[src/rtl/assert_macros.svh]
// Assertion macros shared by the tracker RTL.
// Expects clk_i and rst_ni in the scope of each use.
`ifndef ASSERT_MACROS_SVH
`define ASSERT_MACROS_SVH

// Plain property, sampled on clk_i, off while in reset.
`define AET_ASSERT(lbl, prop) \
  lbl: assert property (@(posedge clk_i) disable iff (!rst_ni) (prop)) \
    else $error("%m: assertion failed");

// Same-cycle implication.
`define AET_ASSERT_IMP(lbl, ante, cons) \
  `AET_ASSERT(lbl, (ante) |-> (cons))

// Next-cycle implication.
`define AET_ASSERT_NXT(lbl, ante, cons) \
  `AET_ASSERT(lbl, (ante) |=> (cons))

`endif

[src/rtl/aet_pkg.sv]
// Package for the absolute encoder angle tracker: widths, bands, config codes
// and the tracker stage record. No dependencies.
`default_nettype none

package aet_pkg;

  localparam int ANGLE_W       = 14;
  localparam int PP_W          = 7;
  localparam int TC_W          = 32;
  localparam int EXT_W         = 47;
  localparam int DELTA_W       = 32;
  localparam int IN_TDATA_W    = 16;
  localparam int OUT_FIELDS_W  = 3 * ANGLE_W + TC_W + EXT_W + DELTA_W;
  localparam int OUT_TDATA_W   = ((OUT_FIELDS_W + 7) / 8) * 8;
  localparam int OUT_PAD_W     = OUT_TDATA_W - OUT_FIELDS_W;

  // History ring depth and pointer width (at least one bit).
  localparam int HISTORY_DEPTH = 10;
  localparam int HIST_PTR_W    = (HISTORY_DEPTH > 1) ? $clog2(HISTORY_DEPTH) : 1;

  // Emulated quadrature bands, in counts.
  localparam logic [ANGLE_W-1:0] BAND_A_END   = ANGLE_W'(4096);
  localparam logic [ANGLE_W-1:0] BAND_B_START = ANGLE_W'(2048);
  localparam logic [ANGLE_W-1:0] BAND_B_END   = ANGLE_W'(6144);

  // Config port.
  localparam int CFG_IDX_W  = 1;
  localparam int CFG_DATA_W = ANGLE_W;
  localparam logic [CFG_IDX_W-1:0] CFG_ANGLE_OFFSET = CFG_IDX_W'(0);
  localparam logic [CFG_IDX_W-1:0] CFG_POLE_PAIRS   = CFG_IDX_W'(1);
  localparam logic [PP_W-1:0]      POLE_PAIRS_RST   = PP_W'(1);

  // One sample after angle and turn tracking.
  typedef struct packed {
    logic [ANGLE_W-1:0]    raw;
    logic [ANGLE_W-1:0]    joint;
    logic [TC_W-1:0]       tc;
    logic signed [EXT_W-1:0] ext;
  } trk_t;

endpackage

`default_nettype wire

[src/rtl/absolute_encoder_angle_tracker.sv]
// Top level of the absolute encoder angle tracker.
// Depends on aet_pkg, aet_turn_track, aet_hist_mem and assert_macros.svh.
`default_nettype none
`include "assert_macros.svh"

// One sensor word in, one result beat out, one beat per clock sustained
// without back-pressure. The low 14 bits of the word are the angle in
// 1/16384 turn. Accept cycle: band decode (A below 4096, B in 2048..6143)
// steps the signed turn counter, the extended position turn*16384 + raw -
// offset is formed and the history ring entry from HISTORY_DEPTH samples
// back is read from a registered synchronous memory. Middle stage: rotor
// angle (joint * pole pairs, 14x7 multiply) and delta against the stored
// position saturated to 32 bits land in the output register, and the new
// position is written back into the same ring entry. A stalled output
// beat does not block the next input beat while the middle stage is free.
// The ring reads as zero until each entry is written after reset (valid
// bit per entry, no clearing pass). The user writes angle_offset (index 0)
// and pole_pairs (index 1) on cfg_we_i only while idle; not enforced here.
module absolute_encoder_angle_tracker
  import aet_pkg::*;
(
  input  wire logic                   clk_i,
  input  wire logic                   rst_ni,
  // config write port
  input  wire logic                   cfg_we_i,
  input  wire logic [CFG_IDX_W-1:0]   cfg_idx_i,
  input  wire logic [CFG_DATA_W-1:0]  cfg_data_i,
  // sensor stream
  input  wire logic                   s_axis_tvalid,
  output      logic                   s_axis_tready,
  input  wire logic [IN_TDATA_W-1:0]  s_axis_tdata,  // raw_word
  // result stream
  output      logic                   m_axis_tvalid,
  input  wire logic                   m_axis_tready,
  // raw_angle, joint_angle, rotor_angle, turn_count, extended_position,
  // position_delta, zero pad
  output      logic [OUT_TDATA_W-1:0] m_axis_tdata
);

  logic [ANGLE_W-1:0] offset_q;
  logic [PP_W-1:0]    pp_q;

  logic in_acc, s1_adv;
  trk_t trk;

  // middle stage
  logic s1_valid_q;
  trk_t s1_q;

  // output stage
  logic                    m_valid_q;
  logic [ANGLE_W-1:0]      out_raw_q, out_joint_q, out_rotor_q;
  logic [TC_W-1:0]         out_tc_q;
  logic signed [EXT_W-1:0] out_ext_q;
  logic [DELTA_W-1:0]      out_delta_q;

  logic signed [EXT_W-1:0] old_ext;
  logic signed [EXT_W:0]   dfull;
  logic [DELTA_W-1:0]      delta_sat;
  logic [ANGLE_W+PP_W-1:0] rot_prod;
  logic                    hi_same;

  // ---- config ----
  always_ff @(posedge clk_i or negedge rst_ni) begin
    if (!rst_ni) begin
      offset_q <= '0;
      pp_q     <= POLE_PAIRS_RST;
    end else if (cfg_we_i) begin
      case (cfg_idx_i)
        CFG_ANGLE_OFFSET: offset_q <= cfg_data_i[ANGLE_W-1:0];
        CFG_POLE_PAIRS:   pp_q     <= cfg_data_i[PP_W-1:0];
        default: ;
      endcase
    end
  end

  // ---- handshake: middle stage moves when the output register frees ----
  assign s1_adv        = !m_valid_q || m_axis_tready;
  assign s_axis_tready = !s1_valid_q || s1_adv;
  assign in_acc        = s_axis_tvalid && s_axis_tready;

  aet_turn_track u_track (
    .clk_i    (clk_i),
    .rst_ni   (rst_ni),
    .acc_i    (in_acc),
    .raw_i    (s_axis_tdata[ANGLE_W-1:0]),
    .offset_i (offset_q),
    .trk_o    (trk)
  );

  aet_hist_mem u_hist (
    .clk_i     (clk_i),
    .rst_ni    (rst_ni),
    .rd_en_i   (in_acc),
    .wr_en_i   (s1_valid_q && s1_adv),
    .wr_data_i (s1_q.ext),
    .old_o     (old_ext)
  );

  always_ff @(posedge clk_i or negedge rst_ni) begin
    if (!rst_ni) begin
      s1_valid_q <= 1'b0;
    end else if (s_axis_tready) begin
      s1_valid_q <= s_axis_tvalid;
    end
  end

  always_ff @(posedge clk_i) begin
    if (in_acc) begin
      s1_q <= trk;
    end
  end

  // ---- delta and rotor ----
  assign dfull   = {s1_q.ext[EXT_W-1], s1_q.ext} - {old_ext[EXT_W-1], old_ext};
  // fits in 32 bits when bits 47..31 all agree
  assign hi_same = (dfull[EXT_W:DELTA_W-1] == {(EXT_W-DELTA_W+2){dfull[EXT_W]}});

  always_comb begin
    if (hi_same) begin
      delta_sat = dfull[DELTA_W-1:0];
    end else if (dfull[EXT_W]) begin
      delta_sat = {1'b1, {(DELTA_W-1){1'b0}}};
    end else begin
      delta_sat = {1'b0, {(DELTA_W-1){1'b1}}};
    end
  end

  assign rot_prod = s1_q.joint * pp_q;

  // ---- output register ----
  always_ff @(posedge clk_i or negedge rst_ni) begin
    if (!rst_ni) begin
      m_valid_q <= 1'b0;
    end else if (s1_adv) begin
      m_valid_q <= s1_valid_q;
    end
  end

  always_ff @(posedge clk_i) begin
    if (s1_adv && s1_valid_q) begin
      out_raw_q   <= s1_q.raw;
      out_joint_q <= s1_q.joint;
      out_rotor_q <= rot_prod[ANGLE_W-1:0];
      out_tc_q    <= s1_q.tc;
      out_ext_q   <= s1_q.ext;
      out_delta_q <= delta_sat;
    end
  end

  assign m_axis_tvalid = m_valid_q;
  assign m_axis_tdata  = {{OUT_PAD_W{1'b0}}, out_delta_q, out_ext_q, out_tc_q,
                          out_rotor_q, out_joint_q, out_raw_q};

  // full pipe with a stalled output must refuse input
  `AET_ASSERT_IMP(a_full_stall, s1_valid_q && m_valid_q && !m_axis_tready, !s_axis_tready)
  // an output beat only appears from a held middle-stage sample
  `AET_ASSERT_IMP(a_out_src, $rose(m_valid_q), $past(s1_valid_q))

endmodule

`default_nettype wire

[src/rtl/aet_turn_track.sv]
// Turn tracker: quadrature emulation, turn counter, joint angle and
// extended position for the sample being accepted. Uses aet_pkg.
`default_nettype none
`include "assert_macros.svh"

module aet_turn_track
  import aet_pkg::*;
(
  input  wire logic               clk_i,
  input  wire logic               rst_ni,
  input  wire logic               acc_i,
  input  wire logic [ANGLE_W-1:0] raw_i,
  input  wire logic [ANGLE_W-1:0] offset_i,
  output      trk_t               trk_o
);

  logic [TC_W-1:0]  tc_q, tc_d;
  logic             prev_a_q;
  logic             a, b;
  logic [ANGLE_W:0] diff;

  assign a = (raw_i < BAND_A_END);
  assign b = (raw_i >= BAND_B_START) && (raw_i < BAND_B_END);

  always_comb begin
    tc_d = tc_q;
    if (!prev_a_q && a && !b) begin
      tc_d = tc_q + TC_W'(1);
    end else if (prev_a_q && !a && !b) begin
      tc_d = tc_q - TC_W'(1);
    end
  end

  // raw - offset as 15-bit signed; low bits are the joint angle
  assign diff = {1'b0, raw_i} - {1'b0, offset_i};

  always_comb begin
    trk_o.raw   = raw_i;
    trk_o.joint = diff[ANGLE_W-1:0];
    trk_o.tc    = tc_d;
    trk_o.ext   = $signed({tc_d[TC_W-1], tc_d, {ANGLE_W{1'b0}}})
                + $signed({{(EXT_W-ANGLE_W-1){diff[ANGLE_W]}}, diff});
  end

  always_ff @(posedge clk_i or negedge rst_ni) begin
    if (!rst_ni) begin
      tc_q     <= '0;
      prev_a_q <= 1'b0;
    end else if (acc_i) begin
      tc_q     <= tc_d;
      prev_a_q <= a;
    end
  end

  `AET_ASSERT_NXT(a_tc_idle_hold, !acc_i, $stable(tc_q) && $stable(prev_a_q))

endmodule

`default_nettype wire

[src/rtl/aet_hist_mem.sv]
// History ring of extended positions: synchronous memory with registered read,
// per-entry valid bits for the zero reset, same-entry forwarding. Uses aet_pkg.
`default_nettype none
`include "assert_macros.svh"

module aet_hist_mem
  import aet_pkg::*;
(
  input  wire logic                    clk_i,
  input  wire logic                    rst_ni,
  input  wire logic                    rd_en_i,
  input  wire logic                    wr_en_i,
  input  wire logic signed [EXT_W-1:0] wr_data_i,
  output      logic signed [EXT_W-1:0] old_o
);

  logic signed [EXT_W-1:0] mem [HISTORY_DEPTH];
  logic [HISTORY_DEPTH-1:0] vld_q;
  logic [HIST_PTR_W-1:0]   rd_ptr_q, wr_ptr_q;
  logic signed [EXT_W-1:0] rdata_q, fwd_data_q;
  logic                    rvalid_q, fwd_q;

  function automatic logic [HIST_PTR_W-1:0] ptr_next(input logic [HIST_PTR_W-1:0] p);
    logic [HIST_PTR_W-1:0] r;
    if (p == HIST_PTR_W'(HISTORY_DEPTH - 1)) r = '0;
    else r = p + HIST_PTR_W'(1);
    return r;
  endfunction

  // memory array
  always_ff @(posedge clk_i) begin
    if (wr_en_i) begin
      mem[wr_ptr_q] <= wr_data_i;
    end
    if (rd_en_i) begin
      rdata_q <= mem[rd_ptr_q];
    end
    if (rd_en_i) begin
      fwd_data_q <= wr_data_i;
    end
  end

  always_ff @(posedge clk_i or negedge rst_ni) begin
    if (!rst_ni) begin
      vld_q    <= '0;
      rd_ptr_q <= '0;
      wr_ptr_q <= '0;
      rvalid_q <= 1'b0;
      fwd_q    <= 1'b0;
    end else begin
      if (wr_en_i) begin
        vld_q[wr_ptr_q] <= 1'b1;
        wr_ptr_q        <= ptr_next(wr_ptr_q);
      end
      if (rd_en_i) begin
        rvalid_q <= vld_q[rd_ptr_q];
        fwd_q    <= wr_en_i && (wr_ptr_q == rd_ptr_q);
        rd_ptr_q <= ptr_next(rd_ptr_q);
      end
    end
  end

  assign old_o = fwd_q    ? fwd_data_q :
                 rvalid_q ? rdata_q    : '0;

  // at most one sample sits between read and write-back
  `AET_ASSERT(a_ptr_gap, (rd_ptr_q == wr_ptr_q) || (rd_ptr_q == ptr_next(wr_ptr_q)))

endmodule

`default_nettype wire

[config.mk]
export PLATFORM = sky130hd
export DESIGN_NAME = absolute_encoder_angle_tracker
export DESIGN_NICKNAME = d
export VERILOG_FILES = /design/src/rtl/aet_pkg.sv /design/src/rtl/absolute_encoder_angle_tracker.sv /design/src/rtl/aet_turn_track.sv /design/src/rtl/aet_hist_mem.sv
export VERILOG_INCLUDE_DIRS = /design/src /design/src/rtl
export SDC_FILE = /design/constraint.sdc
export NUM_CORES = 1
export LEC_CHECK = 0
export BUFFER_PORTS_ARGS = -buffer_cell sky130_fd_sc_hd__buf_2
export CORE_ASPECT_RATIO = 2
export CORE_UTILIZATION = 50
export CTS_CLUSTER_SIZE = 8
export DETAILED_ROUTE_END_ITERATION = 6
export GPL_ROUTABILITY_DRIVEN = 0
export GPL_TIMING_DRIVEN = 0
export PLACE_DENSITY = 0.72
export REMOVE_ABC_BUFFERS = 1
export SLEW_MARGIN = 5
export SYNTH_ARGS = -nofsm -noshare
export SYNTH_HDL_FRONTEND = slang
export SYNTH_SLANG_ARGS = --single-unit
[constraint.sdc]
create_clock -name clk_i -period 10.3 [get_ports clk_i]
set_input_delay 0.515 -clock clk_i [delete_from_list [all_inputs] [get_ports clk_i]]
set_output_delay 0.515 -clock clk_i [all_outputs]
set_load 0.01 [all_outputs]
Word level (Yosys, flattened, before mapping)
Memories as Yosys holds them, arrays and structs flattened. A register that Yosys moved wholly into a read port is not among the register bits. Index checks and enable logic that the tools add are counted.

Register bits after elaboration: 383. Memories: 1. Output and inout port bits: 162. Bits in read-only memories: 0. Input port bits: 36. Bits in latches: 0. Bits in writable memories: 470.

Memories: u_hist.mem (depth 10, width 47, read ports 1, clocked after memory_dff 1, wr ports 1, RTL line aet_hist_mem.sv:17) `logic signed [EXT_W-1:0] mem [HISTORY_DEPTH];`.

Add/subtract/negate cells: 7. Equality and inequality tests: 4. Bitwise logic cells: 2. Div/mod/pow operators: 0. Magnitude comparators: 6. $mul: 1. Reduce and logical (&&, ||, !) cells: 18. Shift operators: 0. Muxes and demuxes: 14.

Operators by type and width (number): two-way mux 32 bit (4); two-way mux 47 bit (2); subtractor 47 x 47 -> 48 bit (1); adder 46 x 15 -> 47 bit (1); adder 32 x 1 -> 32 bit (second input constant) (1); subtractor 32 x 1 -> 32 bit (second input constant) (1); less-than comparator 14 x 13 -> 1 bit (second input constant) (2); == test 16 bit (1); subtractor 14 x 14 -> 15 bit (1); greater-or-equal comparator 14 x 12 -> 1 bit (second input constant) (1); multiplier 14 x 7 -> 14 bit (1); less-than comparator 4 x 5 -> 1 bit (second input constant) (2); bitwise OR 10 bit (1); logical AND 1 bit (9); adder 4 x 1 -> 4 bit (second input constant) (2); == test 4 bit (second input constant) (2); two-way mux 4 bit (2); zero test 1 bit (5); binary-select mux 1 bit (select 4 bit) (1); demux 1 bit (select 4 bit) (1); == test 4 bit (1); greater-or-equal comparator 4 x 1 -> 1 bit (second input constant) (1); two-way mux 1 bit (4); AND reduction 2 bit (2); 2 further kinds (3).

Depth between registers and ports, before layout
Depth after elaboration: 7. Mapped depth: 27.

Modules after synthesis
From an unflattened synthesis, not the netlist that was laid out.

Cell total of the unflattened synthesis: 2779. Area, all modules: 41133.2 um2.

Modules (own cells, without submodules): aet_hist_mem (cells each 999, instances 1, area an instance 21857.2 um2); absolute_encoder_angle_tracker (cells each 1119, instances 1, area an instance 14360.0 um2); aet_turn_track (cells each 661, instances 1, area an instance 4916.0 um2).

Worst setup path before layout
OpenSTA, ideal clock, no wires.

Kind: input to register. Start: input m_axis_tready. End: memory u_hist.mem[4][0] (enable). Path slack: 1044 ps. Data arrival time: 8745 ps. Cell stages on the path: 5. Data required time: 9789 ps. Buffers on the path: 1. Cells stage by stage: nand2b_1 -> and2_1 -> clkbuf_1 -> nand3b_1 -> nor3_1.

Word-level cells in the longest chain between the ends: 4.

RTL lines: start: declaration (RTL line absolute_encoder_angle_tracker.sv:34) `input wire logic m_axis_tready,`; logical OR 1 bit (RTL line absolute_encoder_angle_tracker.sv:78) `assign s1_adv = !m_valid_q || m_axis_tready;`; logical AND 1 bit (RTL line absolute_encoder_angle_tracker.sv:95) `.wr_en_i (s1_valid_q && s1_adv),`; net u_hist.wr_en_i (RTL line aet_hist_mem.sv:12) `input wire logic wr_en_i,`; two-way mux 1 bit (RTL line aet_hist_mem.sv:32) `if (wr_en_i) begin`; two-way mux 1 bit (implied by the code) (RTL line aet_hist_mem.sv:33) `mem[wr_ptr_q] <= wr_data_i;`; end: declaration (RTL line aet_hist_mem.sv:17).

The timed path passes the listed nets, and every way through them passes these cells.

==> flow_metrics.env <==
export IMPL_synthCells=2693
export IMPL_synth_top_cell_area_share_pct=60.1
export IMPL_ys_flop_type="edfxtp_1"
export IMPL_ctsHoldBuffers=25
export IMPL_ant_nets=0
export IMPL_slew_violations=0
export IMPL_synth_edff_count=796
export IMPL_drt_total_wl_um=94400
export IMPL_diodes=0
export IMPL_setup_tns_ns=0
export IMPL_grt_util_all_layers_pct=23.5
export IMPL_clk_latency_ns=0.72
export IMPL_grt_pass1_wl_um=145000
export IMPL_fin_crit_ns=7.05
export IMPL_drtPass1Iterations=7
export IMPL_drive_gt1_share_pct=17.2
export IMPL_critical_path_class="in -> reg"
export IMPL_die_w_um=201
export IMPL_synth_area_leaders="edfxtp_1 60%, mux4_2 5.4%, dfrtp_1 4.7%"
export IMPL_core_area_um2=78900
export IMPL_cts_buffer_depth=3
export IMPL_die_y_um=401
export IMPL_yosysMostFrequentCell="edfxtp_1"
export IMPL_detail_route_iter0_violations=1763
export IMPL_die_area_um2=80700
export IMPL_holdPathStages=2
export IMPL_cts_sinks=872
export IMPL_yosys_warnings=0
export IMPL_synth_seq_area_share_pct=64.9
export IMPL_worstHoldPathType="in -> reg"
export IMPL_fmaxAchievable_mhz=142
export IMPL_grt_max_degree=106
export IMPL_max_stage_delay_ns=0.76
export IMPL_arrival_ns=7.58
export IMPL_reg2reg_to="s1_q[45]"
export IMPL_slowest_stage="a2111oi_0"
export IMPL_drt_wirelength_per_cell_um=23.3
export IMPL_leakagePower_nw=17.1
export IMPL_hp_start="cfg_data_i[0]"
export IMPL_portBuffers=188
export IMPL_clk_pin_slew_ns=0.05
export IMPL_required_ns=10.83
export IMPL_antenna_found_initial=1
export IMPL_ios=198
export IMPL_yosysTopAreaCell="edfxtp_1"
export IMPL_htreeDepth=3
export IMPL_cts_tree="done"
export IMPL_grt_pass1_vias=25600
export IMPL_nFillCells=5873
export IMPL_nets=3144
export IMPL_gr_total_overflow=0
export IMPL_cts_setup_buffers=0
export IMPL_cts_resized=0
export IMPL_vias=24000
export IMPL_worst_pin_slew_ns=1.17
export IMPL_cts_buffers_inserted=119
export IMPL_r2r_start="offset_q[0]"
export IMPL_viasPerCell=5.93
export IMPL_finalClockSkew_ns=0.0667
export IMPL_yosys_top_cells_count="796 x edfxtp_1, 170 x nand2_1, 148 x a21oi_1, 116 x nor2_1, 115 x ha_1"
export IMPL_start_kind="input port"
export IMPL_worstSetupEndpointType="register"
export IMPL_multi_input_area_um2=13100
export IMPL_drv_cap=0
export IMPL_status="finished, violations left"
export IMPL_startpoint="s_axis_tdata[0]"
export IMPL_period_share_pct=68.4
export IMPL_final_cells=4052
export IMPL_ys_seq_elements=872
export IMPL_rows=146
export IMPL_dpl_hpwl_um=60100
export IMPL_synthArstFlopShare_pct=8.72
export IMPL_rr_worst_depth=25
export IMPL_vdd_drop_max_mv=0.196
export IMPL_synth_avg_cell_area_um2=14.8
export IMPL_seq_area_um2=25800
export IMPL_syn_area_um2=39800
export IMPL_crit_top_cell="o21ai_0"
export IMPL_utilization_pct=58.4
export IMPL_hold_ws_ns=0.0695
export IMPL_route_detailed_drc=1
export IMPL_p_per_area_nw_per_um2=331
export IMPL_synth_cell_types=78
export IMPL_place_inst=3838
export IMPL_clockRootBuffer="clkbuf_16"
export IMPL_violations="design-rule violations"
export IMPL_holdPathEnd="pp_q[0]"
export IMPL_crit_path_max_fanout=26
export IMPL_start_util_pct=50.4
export IMPL_rsz0062_at_grt="false"
export IMPL_setup_violations=0
export IMPL_hold_violations=0
export IMPL_slew_headroom_pct=21.8
export IMPL_area_growth_pct=15.9
export IMPL_rrSetupSlack_ns=3.35
layer usage:
layer  global-route usage (%)  share of wire, %
met1                     27.1                37
met2                     42.3                53
met3                     3.70               5.5
met4                     11.1               4.0
met5                        0             0.013
worst max-delay path, delay by kind of cell:
kind,cells,cell delay (ns)
adders and majority gates,3,1.00
buffers and inverters,4,0.92
and+or+nand+nor,3,0.44
AOI/OAI and AO/OA,17,4.39
xor gates and xnor gates,1,0.28
cells by family (layout without fill, tap and decap cells):
| family | count (synthesis) | count (layout) | share of synthesized area (%) |
|---|---|---|---|
| AO/OA/AOI/OAI | 494 | 494 | 8.11 |
| XOR/XNOR | 158 | 158 | 3.48 |
| adder cells (fa/ha/maj) | 160 | 160 | 5.88 |
| buffers and inverters | 238 | 555 | 2.52 |
| flip-flops | 872 | 872 | 64.9 |
| multiplexers | 188 | 188 | 7.82 |
| other | 1 | 7 | 0.00943 |
| AND/OR/NAND/NOR | 582 | 582 | 7.29 |
per-stage QoR:
| step | setup WS (ns) | instance area [µm²] | total power, mW |
|---|---|---|---|
| finish | 3.25 | 46100 | 15.2 |
| global route | 2.64 | 46100 | 16.1 |
| CTS | 3.36 | 46100 | 15.3 |
| detailed placement | 3.13 | 42500 | 11.6 |
| global placement | -4.05 | 41400 | 11.5 |
| floorplan | 1.90 | 39200 | 9.87 |
placed cells by master, fill, tap and decap left out, drive strengths merged, types with 10 or more instances in the layout:
| cell | Yosys | final |
|---|---|---|
| nand3 | 29 | 29 |
| mux2 | 14 | 14 |
| nand4 | 19 | 19 |
| o21ai | 81 | 81 |
| xnor2 | 96 | 96 |
| a31oi | 19 | 19 |
| or3 | 12 | 12 |
| a211oi | 55 | 55 |
| nor4 | 10 | 10 |
| buf | 47 | 236 |
| nor3 | 36 | 36 |
| ha | 115 | 115 |
| dlygate4sd3 | 0 | 25 |
| fa | 45 | 45 |
| nor2b | 61 | 61 |
| mux2i | 78 | 78 |
| xor2 | 62 | 62 |
| o21bai | 15 | 15 |
| inv | 105 | 107 |
| a21o | 49 | 49 |
| o21a | 11 | 11 |
| or2 | 16 | 16 |
| a22oi | 47 | 47 |
| nand2b | 19 | 19 |
| mux4 | 96 | 96 |
| nor2 | 116 | 116 |
| nand2 | 170 | 170 |
| and2 | 60 | 60 |
| clkbuf | 86 | 181 |
| edfxtp | 796 | 796 |
| a21oi | 148 | 148 |
| and3 | 12 | 12 |
| dfrtp | 75 | 75 |
state kept, by name, summed over array words and instances, names as in the netlist, 7 cells and up:
| signal | flops |
|---|---|
| offset_q | 14 |
| u_hist.rdata_q | 47 |
| out_tc_q | 32 |
| u_hist.fwd_data_q | 47 |
| u_track.tc_q | 32 |
| u_hist.mem | 470 |
| s1_q | 93 |
| out_ext_q | 34 |
| out_rotor_q | 14 |
| out_delta_q | 32 |
| out_joint_q | 13 |
| pp_q | 7 |
| out_raw_q | 14 |
| u_hist.vld_q | 10 |
worst max-delay path by stage:
| stage | to | cells after the start | slack, ns |
|---|---|---|---|
| floorplan | u_hist.mem[4][0] | 4 | 1.90 |
| global placement | u_hist.vld_q[4] | 6 | -4.05 |
| detailed placement | s1_q[42] | 28 | 3.13 |
| CTS | s1_q[42] | 29 | 3.36 |
| global route | s1_q[42] | 29 | 2.64 |
| finish | s1_q[45] | 28 | 3.25 |
cell type report:
class	instances	share of cell area, %
Clock buffer	181	6.96
Clock inverter	8	0.377
Inverter	105	0.871
Multi-Input combinational cell	1589	28.4
Sequential cell	872	56.0
Tap cell	1036	2.81
Timing Repair Buffer	261	4.56
power by group:
| group | internal [mW] | switching, mW | leakage (nW) |
|---|---|---|---|
| Sequential | 5.03 | 0.747 | 8.31 |
| Clock | 2.12 | 1.46 | 1.61 |
| Combinational | 2.49 | 3.39 | 7.15 |
Note: power is estimated with default switching activity, not from simulation.
